===== src/mfps_pkg.sv =====
// Shared types and constants for the maximum falling path sum unit.
// No dependencies; every other file in src imports this package.
`default_nettype none
package mfps_pkg;

    localparam int unsigned COUNT_W      = 11;
    localparam int unsigned CELL_W       = 16;
    localparam int unsigned SUM_W        = 32;
    localparam int unsigned MAX_COLS_DEF = 1024;
    localparam int unsigned QUEUE_DEPTH  = 2;

    localparam logic [COUNT_W-1:0] COUNT_RESET = COUNT_W'(1024);
    localparam logic signed [SUM_W-1:0] SUM_MIN = {1'b1, {(SUM_W-1){1'b0}}};
    localparam logic signed [SUM_W-1:0] SUM_MAX = {1'b0, {(SUM_W-1){1'b1}}};

    typedef struct packed {
        logic signed [CELL_W-1:0] cell_value;
        logic                     last_cell;
    } t_in_item;

    typedef struct packed {
        logic signed [SUM_W-1:0] max_sum;
        logic                    row_incomplete;
    } t_out_item;

    typedef struct packed {
        logic signed [CELL_W-1:0] cell_value;
        logic                     last_cell;
        logic                     first_row;
        logic                     row_end;
        logic                     has_left;
        logic                     has_right;
    } t_cmd;

endpackage
`default_nettype wire


===== src/mfps_queue.sv =====
// Short FIFO between front and back end of the path sum unit.
// Depends on mfps_pkg for its depth.
`default_nettype none
module mfps_queue #(
    parameter int unsigned DATA_W = 8
) (
    input  wire                 i_clk,
    input  wire                 i_rst_n,
    input  wire                 i_push,
    input  wire  [DATA_W-1:0]   i_data,
    input  wire                 i_pop,
    output logic                o_valid,
    output logic                o_full,
    output logic [DATA_W-1:0]   o_data
);
    import mfps_pkg::*;

    localparam int unsigned PTR_W = (QUEUE_DEPTH > 1) ? $clog2(QUEUE_DEPTH) : 1;
    localparam int unsigned CNT_W = $clog2(QUEUE_DEPTH + 1);
    localparam logic [PTR_W-1:0] LAST_PTR = PTR_W'(QUEUE_DEPTH - 1);

    logic [DATA_W-1:0] r_mem [QUEUE_DEPTH];
    logic [PTR_W-1:0]  r_wr_ptr;
    logic [PTR_W-1:0]  r_rd_ptr;
    logic [CNT_W-1:0]  r_count;
    logic              do_pop;

    assign o_valid = (r_count != '0);
    assign o_full  = (r_count == CNT_W'(QUEUE_DEPTH));
    assign o_data  = r_mem[r_rd_ptr];
    assign do_pop  = i_pop && o_valid;

    always_ff @(posedge i_clk) begin
        if (i_push) begin
            r_mem[r_wr_ptr] <= i_data;
        end
    end

    always_ff @(posedge i_clk) begin
        if (!i_rst_n) begin
            r_wr_ptr <= '0;
            r_rd_ptr <= '0;
            r_count  <= '0;
        end else begin
            if (i_push) begin
                r_wr_ptr <= (r_wr_ptr == LAST_PTR) ? '0 : r_wr_ptr + PTR_W'(1);
            end
            if (do_pop) begin
                r_rd_ptr <= (r_rd_ptr == LAST_PTR) ? '0 : r_rd_ptr + PTR_W'(1);
            end
            unique case ({i_push, do_pop})
                2'b10:   r_count <= r_count + CNT_W'(1);
                2'b01:   r_count <= r_count - CNT_W'(1);
                default: r_count <= r_count;
            endcase
        end
    end

endmodule
`default_nettype wire


===== config.mk =====
export PLATFORM = sky130hd
export DESIGN_NAME = mfps_queue
export DESIGN_NICKNAME = d
export VERILOG_FILES = /design/src/mfps_pkg.sv /design/src/mfps_queue.sv
export SDC_FILE = /design/constraint.sdc
export NUM_CORES = 1
export LEC_CHECK = 0
export BUFFER_PORTS_ARGS = -buffer_cell sky130_fd_sc_hd__clkbuf_2
export CAP_MARGIN = 20
export CORE_MARGIN = 5
export CORE_UTILIZATION = 35
export CTS_BUF_LIST = sky130_fd_sc_hd__clkbuf_8
export CTS_CLUSTER_SIZE = 24
export DETAILED_ROUTE_END_ITERATION = 10
export GPL_ROUTABILITY_DRIVEN = 0
export HOLD_SLACK_MARGIN = 0.05
export MAX_ROUTING_LAYER = met4
export PLACE_DENSITY = 0.62
export SETUP_SLACK_MARGIN = 0.05
export SLEW_MARGIN = 30
export SYNTH_ARGS = -nofsm -noshare
export SYNTH_HDL_FRONTEND = slang
export SYNTH_SLANG_ARGS = --single-unit

===== constraint.sdc =====
create_clock -name i_clk -period 2.4 [get_ports i_clk]
set_clock_uncertainty 0.1 [all_clocks]
set_input_delay 0.48 -clock i_clk [delete_from_list [all_inputs] [get_ports i_clk]]
set_output_delay 0.48 -clock i_clk [all_outputs]
set_load 0.05 [all_outputs]

==> out/qor.csv <==
metric;value;unit
viasPerCell;4.48;
end_kind;output port;
cts_resized;0;
hold_class;in2reg;
slew_headroom;73.9;%
crit_arrival;1.42;ns
dp_hpwl;883;µm
drc;0;
setup_viol;0;
diodes;0;
grt_max_degree;13;
cts_buffers;3;
clk_latency;0.25;ns
die_h;57.9;µm
antenna_found_initial;0;
fin_cells;101;
ys_seq_elements;21;
max_freq;501;MHz
final_max_slew_viol_count;0;
netlist_instances;48;
synth_warnings;0;
cp_max_fo;8;
post-place-ws;0.660;ns
cts_tree;yes;
drt_iter0_drc;2;
clkSinkCount;21;
die-area;0.00335;mm²
worst_pin_slew;0.391;ns
vias;452;
crit_type;reg2out;
clock_tree.buffer_depth;2;
drt-total-wl;1160;µm
total_power;1.08;mW
rsz0062_at_grt;no;
fin_ws;0.405;ns
synth_largest_area_cell;edfxtp_1;
worstPathRequired;1.82;ns
cap_violations;0;
synth_cell_types;16;
post_cts_buffers;0;
clk_pin_slew;0.07;ns
port_buffers;21;
htreeDepth;1;
finalCritPeriodShare;83.1;%
final_cell_area;991;µm²
peakVddDrop;0.566;mV
placed_area;945;µm²
grt_pass1_vias;468;
hold_viol_final;0;
yosysSeqAreaShare;72.4;%
start_util;36.6;%
core;0.00219;mm²
cts_root_buf;clkbuf_8;
fin_crit;2.00;ns
row_count;17;
wl_per_cell;11.5;µm
overflow;0;
setup_tns;0;ns
final.fill_count;210;
fp.dieW;57.9;µm
cp-start-kind;register;
grt_pass1_wl;1970;µm
outcome;completed;
synth_area_leaders;edfxtp_1 (60%), dfxtp_1 (12%), mux2_2 (11%);
avgSynthCellArea;16.7;µm²
final_nets;87;
fin_util;45.2;%
power_density;1090;mW/mm²
cts_hold_buf;0;
drive_gt1_share;49.3;%
hold_slack;0.316;ns
area_growth;23.6;%
syn_nets;61;
syn-cell-area;802;µm²
dp_cells;97;
ant_nets;0;
leakage;0.390;nW
ios;22;
track_usage;8.01;%
first_pass_iters;2;
synth_top_area_share;59.9;%
## synthesized netlist by cell type
cell type / number
edfxtp_1: 16
a21boi_1: 1
o21a_1: 2
or3_1: 1
nor2_1: 1
ha_1: 1
xnor2_1: 3
mux2_2: 8
o21ai_0: 1
and2_1: 2
inv_1: 1
nor2b_1: 3
dfxtp_1: 5
or2_2: 1
and2b_2: 1
buf_2: 1
## worst max-delay path, cell delays in order (launching register included)
cell and delay (ns):
dfxtp_1 0.55, mux2_2 0.39, clkbuf_2 0.24
## final cells by class
| class | count | area, µm² | area share, % |
|---|---|---|---|
| flip-flops and latches | 21 | 581 | 58.6 |
| inverters | 1 | 3.75 | 0.379 |
| multi-input cells | 25 | 213 | 21.5 |
| clock inverters | 1 | 5.00 | 0.505 |
| clock buffers | 3 | 41.3 | 4.17 |
| well taps | 28 | 35.0 | 3.54 |
| repair buffers | 22 | 113 | 11.4 |
## cell families (layout without fill, tap and decap cells)
group	Yosys count	after routing	share of synthesized area, %
flops	21	21	72.4
simple gates	9	9	7.02
mux	8	8	11.2
compound gates	4	4	3.43
xor+xnor	3	3	3.28
buf+inv	2	27	1.09
fa+ha+maj	1	1	1.56
## layout by cell type (no fill, tap or decap), drive strengths merged
cell type	Yosys	routed
clkbuf	0	24
edfxtp	16	16
mux2	8	8
dfxtp	5	5
xnor2	3	3
nor2b	3	3
o21a	2	2
and2	2	2
or2	1	1
and2b	1	1
inv	1	1
nor2	1	1
o21ai	1	1
or3	1	1
a21boi	1	1
ha	1	1
clkinv	0	1
buf	1	1
## registers in the layout, indices dropped and copies added (netlist names), named ones only
name	cells
r_count	2
r_mem	16
r_rd_ptr	1
r_wr_ptr	1
## worst paths after layout
kind | start | to | slack (ns) | depth (start not counted)
worst max-delay path | register | o_data[5] | 0.40 | 2
worst min-delay path | i_data[4] | r_mem[0][4]$_DFFE_PP_ | 0.32 | 1
worst max register to register | r_count[0]$_SDFFE_PN0P_ | r_count[1]$_SDFFE_PN0P_ | 0.88 | 4
worst min register to register | r_count[1]$_SDFFE_PN0P_ | r_count[1]$_SDFFE_PN0P_ | 0.41 | 2
## power breakdown
part	switching (mW)	internal (mW)
Clock	0.102	0.115
Combinational	0.249	0.137
Sequential	0.0429	0.435
## metal layers
metal  up-vias  GRT usage (%)  wire length (µm)
met5         -              -                 0
met4         0           1.99                 0
met3         0           3.34               107
met2        15           12.6               554
met1       211           9.51               501
li1        226              -                 -
(Power assumes the default switching activity.)
