### src/mfps_pkg.sv
// Shared types and constants for the maximum falling path sum unit.
// No dependencies; every other file in src imports this package.
`default_nettype none
package mfps_pkg;

    localparam int unsigned COUNT_W      = 11;
    localparam int unsigned CELL_W       = 16;
    localparam int unsigned SUM_W        = 32;
    localparam int unsigned MAX_COLS_DEF = 1024;
    localparam int unsigned QUEUE_DEPTH  = 2;

    localparam logic [COUNT_W-1:0] COUNT_RESET = COUNT_W'(1024);
    localparam logic signed [SUM_W-1:0] SUM_MIN = {1'b1, {(SUM_W-1){1'b0}}};
    localparam logic signed [SUM_W-1:0] SUM_MAX = {1'b0, {(SUM_W-1){1'b1}}};

    typedef struct packed {
        logic signed [CELL_W-1:0] cell_value;
        logic                     last_cell;
    } t_in_item;

    typedef struct packed {
        logic signed [SUM_W-1:0] max_sum;
        logic                    row_incomplete;
    } t_out_item;

    typedef struct packed {
        logic signed [CELL_W-1:0] cell_value;
        logic                     last_cell;
        logic                     first_row;
        logic                     row_end;
        logic                     has_left;
        logic                     has_right;
    } t_cmd;

endpackage
`default_nettype wire

### src/mfps_front.sv
// Front end: holds the column count register, accepts input words and
// classifies each cell by position in the row. Depends on mfps_pkg.
`default_nettype none
module mfps_front #(
    parameter int unsigned MAX_COLS = mfps_pkg::MAX_COLS_DEF,
    parameter int unsigned IDX_W    = (MAX_COLS > 1) ? $clog2(MAX_COLS) : 1
) (
    input  wire                              i_clk,
    input  wire                              i_rst_n,
    input  wire                              i_cfg_valid,
    input  wire  [mfps_pkg::COUNT_W-1:0]     i_cfg_data,
    input  wire                              i_in_valid,
    input  wire  mfps_pkg::t_in_item         i_in_data,
    input  wire                              i_q_full,
    output logic                             o_in_stall,
    output logic                             o_push,
    output mfps_pkg::t_cmd                   o_cmd,
    output logic [IDX_W-1:0]                 o_idx
);
    import mfps_pkg::*;

    localparam int unsigned CMP_W = (IDX_W + 1 > COUNT_W) ? IDX_W + 1 : COUNT_W;
    localparam logic [CMP_W-1:0] MAX_C = CMP_W'(MAX_COLS);

    logic [COUNT_W-1:0] r_column_count;
    logic [IDX_W-1:0]   r_col_idx;
    logic               r_first_row;
    logic [IDX_W-1:0]   n_col_idx;
    logic               n_first_row;
    logic [CMP_W-1:0]   cnt_ext;
    logic [CMP_W-1:0]   eff_cnt;
    logic [CMP_W-1:0]   j_next;
    logic               row_end;

    always_comb begin
        cnt_ext = CMP_W'(r_column_count);
        if (cnt_ext == '0) begin
            eff_cnt = CMP_W'(1);
        end else if (cnt_ext > MAX_C) begin
            eff_cnt = MAX_C;
        end else begin
            eff_cnt = cnt_ext;
        end
        j_next  = CMP_W'(r_col_idx) + CMP_W'(1);
        row_end = (j_next >= eff_cnt);
    end

    assign o_in_stall = i_q_full;
    assign o_push     = i_in_valid && !i_q_full;
    assign o_idx      = r_col_idx;

    always_comb begin
        o_cmd.cell_value = i_in_data.cell_value;
        o_cmd.last_cell  = i_in_data.last_cell;
        o_cmd.first_row  = r_first_row;
        o_cmd.row_end    = row_end;
        o_cmd.has_left   = (r_col_idx != '0);
        o_cmd.has_right  = (j_next < eff_cnt);
    end

    always_comb begin
        n_col_idx   = r_col_idx;
        n_first_row = r_first_row;
        if (o_push) begin
            priority if (i_in_data.last_cell) begin
                n_col_idx   = '0;
                n_first_row = 1'b1;
            end else if (row_end) begin
                n_col_idx   = '0;
                n_first_row = 1'b0;
            end else begin
                n_col_idx   = IDX_W'(j_next);
            end
        end
    end

    always_ff @(posedge i_clk) begin
        if (!i_rst_n) begin
            r_column_count <= COUNT_RESET;
            r_col_idx      <= '0;
            r_first_row    <= 1'b1;
        end else begin
            if (i_cfg_valid) begin
                r_column_count <= i_cfg_data;
            end
            r_col_idx   <= n_col_idx;
            r_first_row <= n_first_row;
        end
    end

endmodule
`default_nettype wire

### config.mk
export PLATFORM = sky130hd
export DESIGN_NAME = mfps_front
export DESIGN_NICKNAME = d
export VERILOG_FILES = /design/src/mfps_pkg.sv /design/src/mfps_front.sv
export SDC_FILE = /design/constraint.sdc
export NUM_CORES = 1
export LEC_CHECK = 0
export ABC_AREA = 1
export CORE_ASPECT_RATIO = 1.75
export CORE_UTILIZATION = 35
export CTS_BUF_LIST = sky130_fd_sc_hd__clkbuf_8
export DETAILED_ROUTE_END_ITERATION = 8
export DONT_BUFFER_PORTS = 1
export PLACE_DENSITY = 0.53
export SETUP_SLACK_MARGIN = 0.1
export SYNTH_ARGS = -nofsm -noshare
export SYNTH_HDL_FRONTEND = slang
export SYNTH_SLANG_ARGS = --single-unit
### constraint.sdc
create_clock -name i_clk -period 2.15 [get_ports i_clk]
set_clock_uncertainty 0.05 [all_clocks]
set_input_delay 0.215 -clock i_clk [delete_from_list [all_inputs] [get_ports i_clk]]
set_output_delay 0.215 -clock i_clk [all_outputs]
set_load 0.02 [all_outputs]
==> flow_summary_export.csv <==
group,metric,value,unit
critical_path,max_stage_delay,0.32,ns
logic_synthesis,synth_compound_area_frac,0.0940,
grt,grt_pass1_vias,1366,
routing,antenna_left,0,
cells_and_area,final_common_cell,"nand2_1",
floorplan,die_y,91.4,microns
cells_and_area,final_cells,308,
logic_synthesis,synth.mux.area_fraction,0,
timing,max_freq,386,MHz
cts,cts_tree,"built",
critical_path,path_delay_family,"simple AND/OR/NAND/NOR gates",
power,cellLeakagePower,1.03,nW
worst_hold_path,holdPathStages,2,
worst_hold_path,min_from,"i_rst_n",
routing,drt_iter0_drc,16,
timing,setup_viol,13,
critical_path,end_kind,"primary output",
floorplan,row_count,32,
critical_path,startpoint_type,"flip-flop",
floorplan,io_pins,66,
cells_and_area,final_util,0.470,
logic_synthesis,syn_nets,283,
power,p_per_area,519,nW/um^2
timing,slew_headroom,0.760,
place,postPlaceCellArea,1790,sq um
worst_hold_path,min_path_type,"input pin to flip-flop",
critical_path,crit_slowest_cell,"dfxtp_2",
routing,via_per_inst,4.72,
grt,grt_start_max_net_pins,13,
cts,clkTransAtPathRegs,0.08,ns
logic_synthesis,synth_top_family_by_area,"simple AND/OR/NAND/NOR gates",
timing,hold_viol,0,
timing,setup_tns,-4.20,ns
logic_synthesis,ys_seq_area_frac,0.276,
logic_synthesis,synth-simple-area-share,0.314,
critical_path,crit_start,"cnt_ext[1]",
logic_synthesis,synth.cell_area,1600,sq um
grt,grt_usage,0.159,
floorplan,die_x,53.1,microns
critical_path,rr_endpoint,"r_first_row",
timing,rsz0062_at_grt,"true",
routing,via_count,1455,
grt,grt_overflow,0,
timing,slew_violations,0,
timing,timing.final.ws_setup,-0.438,ns
routing,wl,3.82,mm
timing,finalCritPeriodShare,1.20,
routing,drc,0,
logic_synthesis,synthXorXnorAreaFrac,0.0274,
cells_and_area,layout-drive-gt1-share,0.374,
cts,numCtsBuffers,3,
critical_path,cp.arrival,2.32,ns
cts,root_buffer,"clkbuf_8",
place,gp_congestion,0.766,
logic_synthesis,netlist_instances,237,
cts,cts-htree-levels,1,
critical_path,crit_top_cell,"nand2_2",
cts,cts_buffer_depth,2,
power,vdd_drop_max,0.000393,V
cells_and_area,area_delta_synth_final,29.4,%
routing,firstDrtPassIters,4,
logic_synthesis,yosys_warnings,0,
timing,period_needed,2.59,ns
critical_path,crit_type,"flip-flop to primary output",
place,dp.final_hpwl,2.94,mm
cells_and_area,layout_common_cells,"40 x nand2_1, 37 x buf_4, 30 x nor2_1, 25 x inv_1, 15 x o21ai_0",
flow_run,maxCapViolCount,0,
critical_path,path_cells,"or2_4, nor3_2, nand4_1, nand2_4, nand2_2, ha_4, nand2_2, nor2_2, and2_4, nand2_2, nand4_1, buf_6",
cells_and_area,nets,304,
place,port_buffers,0,
floorplan,dieArea,4850,sq um
routing,post_drt_wl_per_cell,12.4,microns
outcome,violations,"negative setup slack",
worst_hold_path,holdPathEnd,"cnt_ext[1]",
cells_and_area,antenna_cells,0,
place,dp_slack,-0.256,ns
logic_synthesis,yosysUniqueCellTypes,28,
critical_path,crit_buf_inv,1,
floorplan,initial_core_util,0.363,
power,power,1.07,mW
critical_path,r2r_cells,16,
critical_path,reg2reg_from,"cnt_ext[1]",
critical_path,cp_max_fo,8,
grt,antenna_found_initial,0,
logic_synthesis,ys_ff_latch,22,
timing,max_slew.worst_pin.slew,0.359,ns
cts,clk_latency,0.27,ns
logic_synthesis,synth_fa_ha_area_frac,0.102,
critical_path,critPathRequiredTime,1.88,ns
outcome,status,"finished with violations",
cells_and_area,postLayoutCellArea,2070,sq um
floorplan,core,4400,sq um
cts,clock_sinks,22,
logic_synthesis,syn_area_per_cell,6.74,sq um
grt,grt_pass1_wl,5.73,mm
place,dpl.cell_count,298,
timing,hold_ws,0.0221,ns
critical_path,r2r_setup_slack,-0.38,ns
[cells in the mapped netlist]
master,instances,area (sq um)
nand2_1,49,184
nor2_1,35,131
inv_1,25,93.8
dfxtp_1,22,440
buf_4,20,150
o21ai_0,16,80.1
ha_1,13,163
a21oi_1,6,30.0
inv_2,6,22.5
nand3_1,6,30.0
nand4_1,5,31.3
o21ai_1,5,25.0
xor2_1,5,43.8
clkbuf_1,3,11.3
nand2_2,3,18.8
nor3_1,3,15.0
buf_2,2,10.0
nor3_4,2,32.5
or2_1,2,12.5
a21o_1,1,7.51
and2_1,1,6.26
and3_1,1,6.26
buf_6,1,11.3
nand2_4,1,11.3
nand3_2,1,10.0
nor2_2,1,6.26
nor4_1,1,6.26
o211ai_1,1,7.51
[layer usage]
layer  up-vias  track usage  share of wire  routed length, microns
li1        764            -              -                       -
met1       655        0.159           0.37                    1420
met2        27        0.306           0.56                    2140
met3         9       0.0117          0.036                     137
met4         0       0.0746          0.031                     119
met5         -            0              0                       0
[state kept, by name, summed over array words and instances (netlist names)]
name,count
cnt_ext,11
o_idx,10
r_first_row,1
[cells by family (layout without fill, tap and decap cells)]
| family | count (synthesis) | after routing |
|---|---|---|
| and+or+nand+nor | 111 | 112 |
| buffers and inverters | 57 | 76 |
| AOI/OAI and AO/OA | 29 | 29 |
| DFF | 22 | 22 |
| adders and majority gates | 13 | 13 |
| xor gates and xnor gates | 5 | 5 |
[layout make-up]
cell class                 count  area [sq um]
inverter                      31           119
sequential                    22           459
tap                           51          63.8
timing repair buffer          41           322
clock inverter                 1          3.75
multi-input combinational    159          1060
fill                         479          2340
clock buffer                   3          41.3
[worst reg2reg max path: cells and delay by family (launching register included)]
kind | cells | cell delay [ns]
fa+ha+maj | 1 | 0.27
buf+inv | 2 | 0.29
flops | 1 | 0.32
simple gates | 13 | 1.48
[power by group]
part           leakage (nW)  internal (mW)  switching [mW]
Sequential            0.186          0.436          0.0238
Combinational         0.824          0.153           0.198
Clock                0.0231          0.128           0.136
Total                  1.03          0.716           0.357
[how the worst max path moves through the flow]
stage | endpoint | slack (ns) | cells after the start
2_1_floorplan | o_idx[4] | 0.02 | 14
3_3_place_gp | o_idx[7] | -0.18 | 14
3_5_place_dp | o_idx[5] | -0.26 | 14
4_1_cts | o_cmd[2] | -0.38 | 12
5_1_grt | o_cmd[2] | -0.56 | 12
6_report | o_cmd[2] | -0.44 | 12
[timing repair]
item / 4_1_cts / 5_1_grt
hold buffers: 1 / 0
setup endpoints to repair: 13 / 13
endpoints found under the hold margin: 1 / 0
gates resized for setup: 9 / 28
gates cloned: 0 / 1
setup buffers: 2 / 2
pin swaps: 8 / 17
Power figures use the tool's default switching activity.
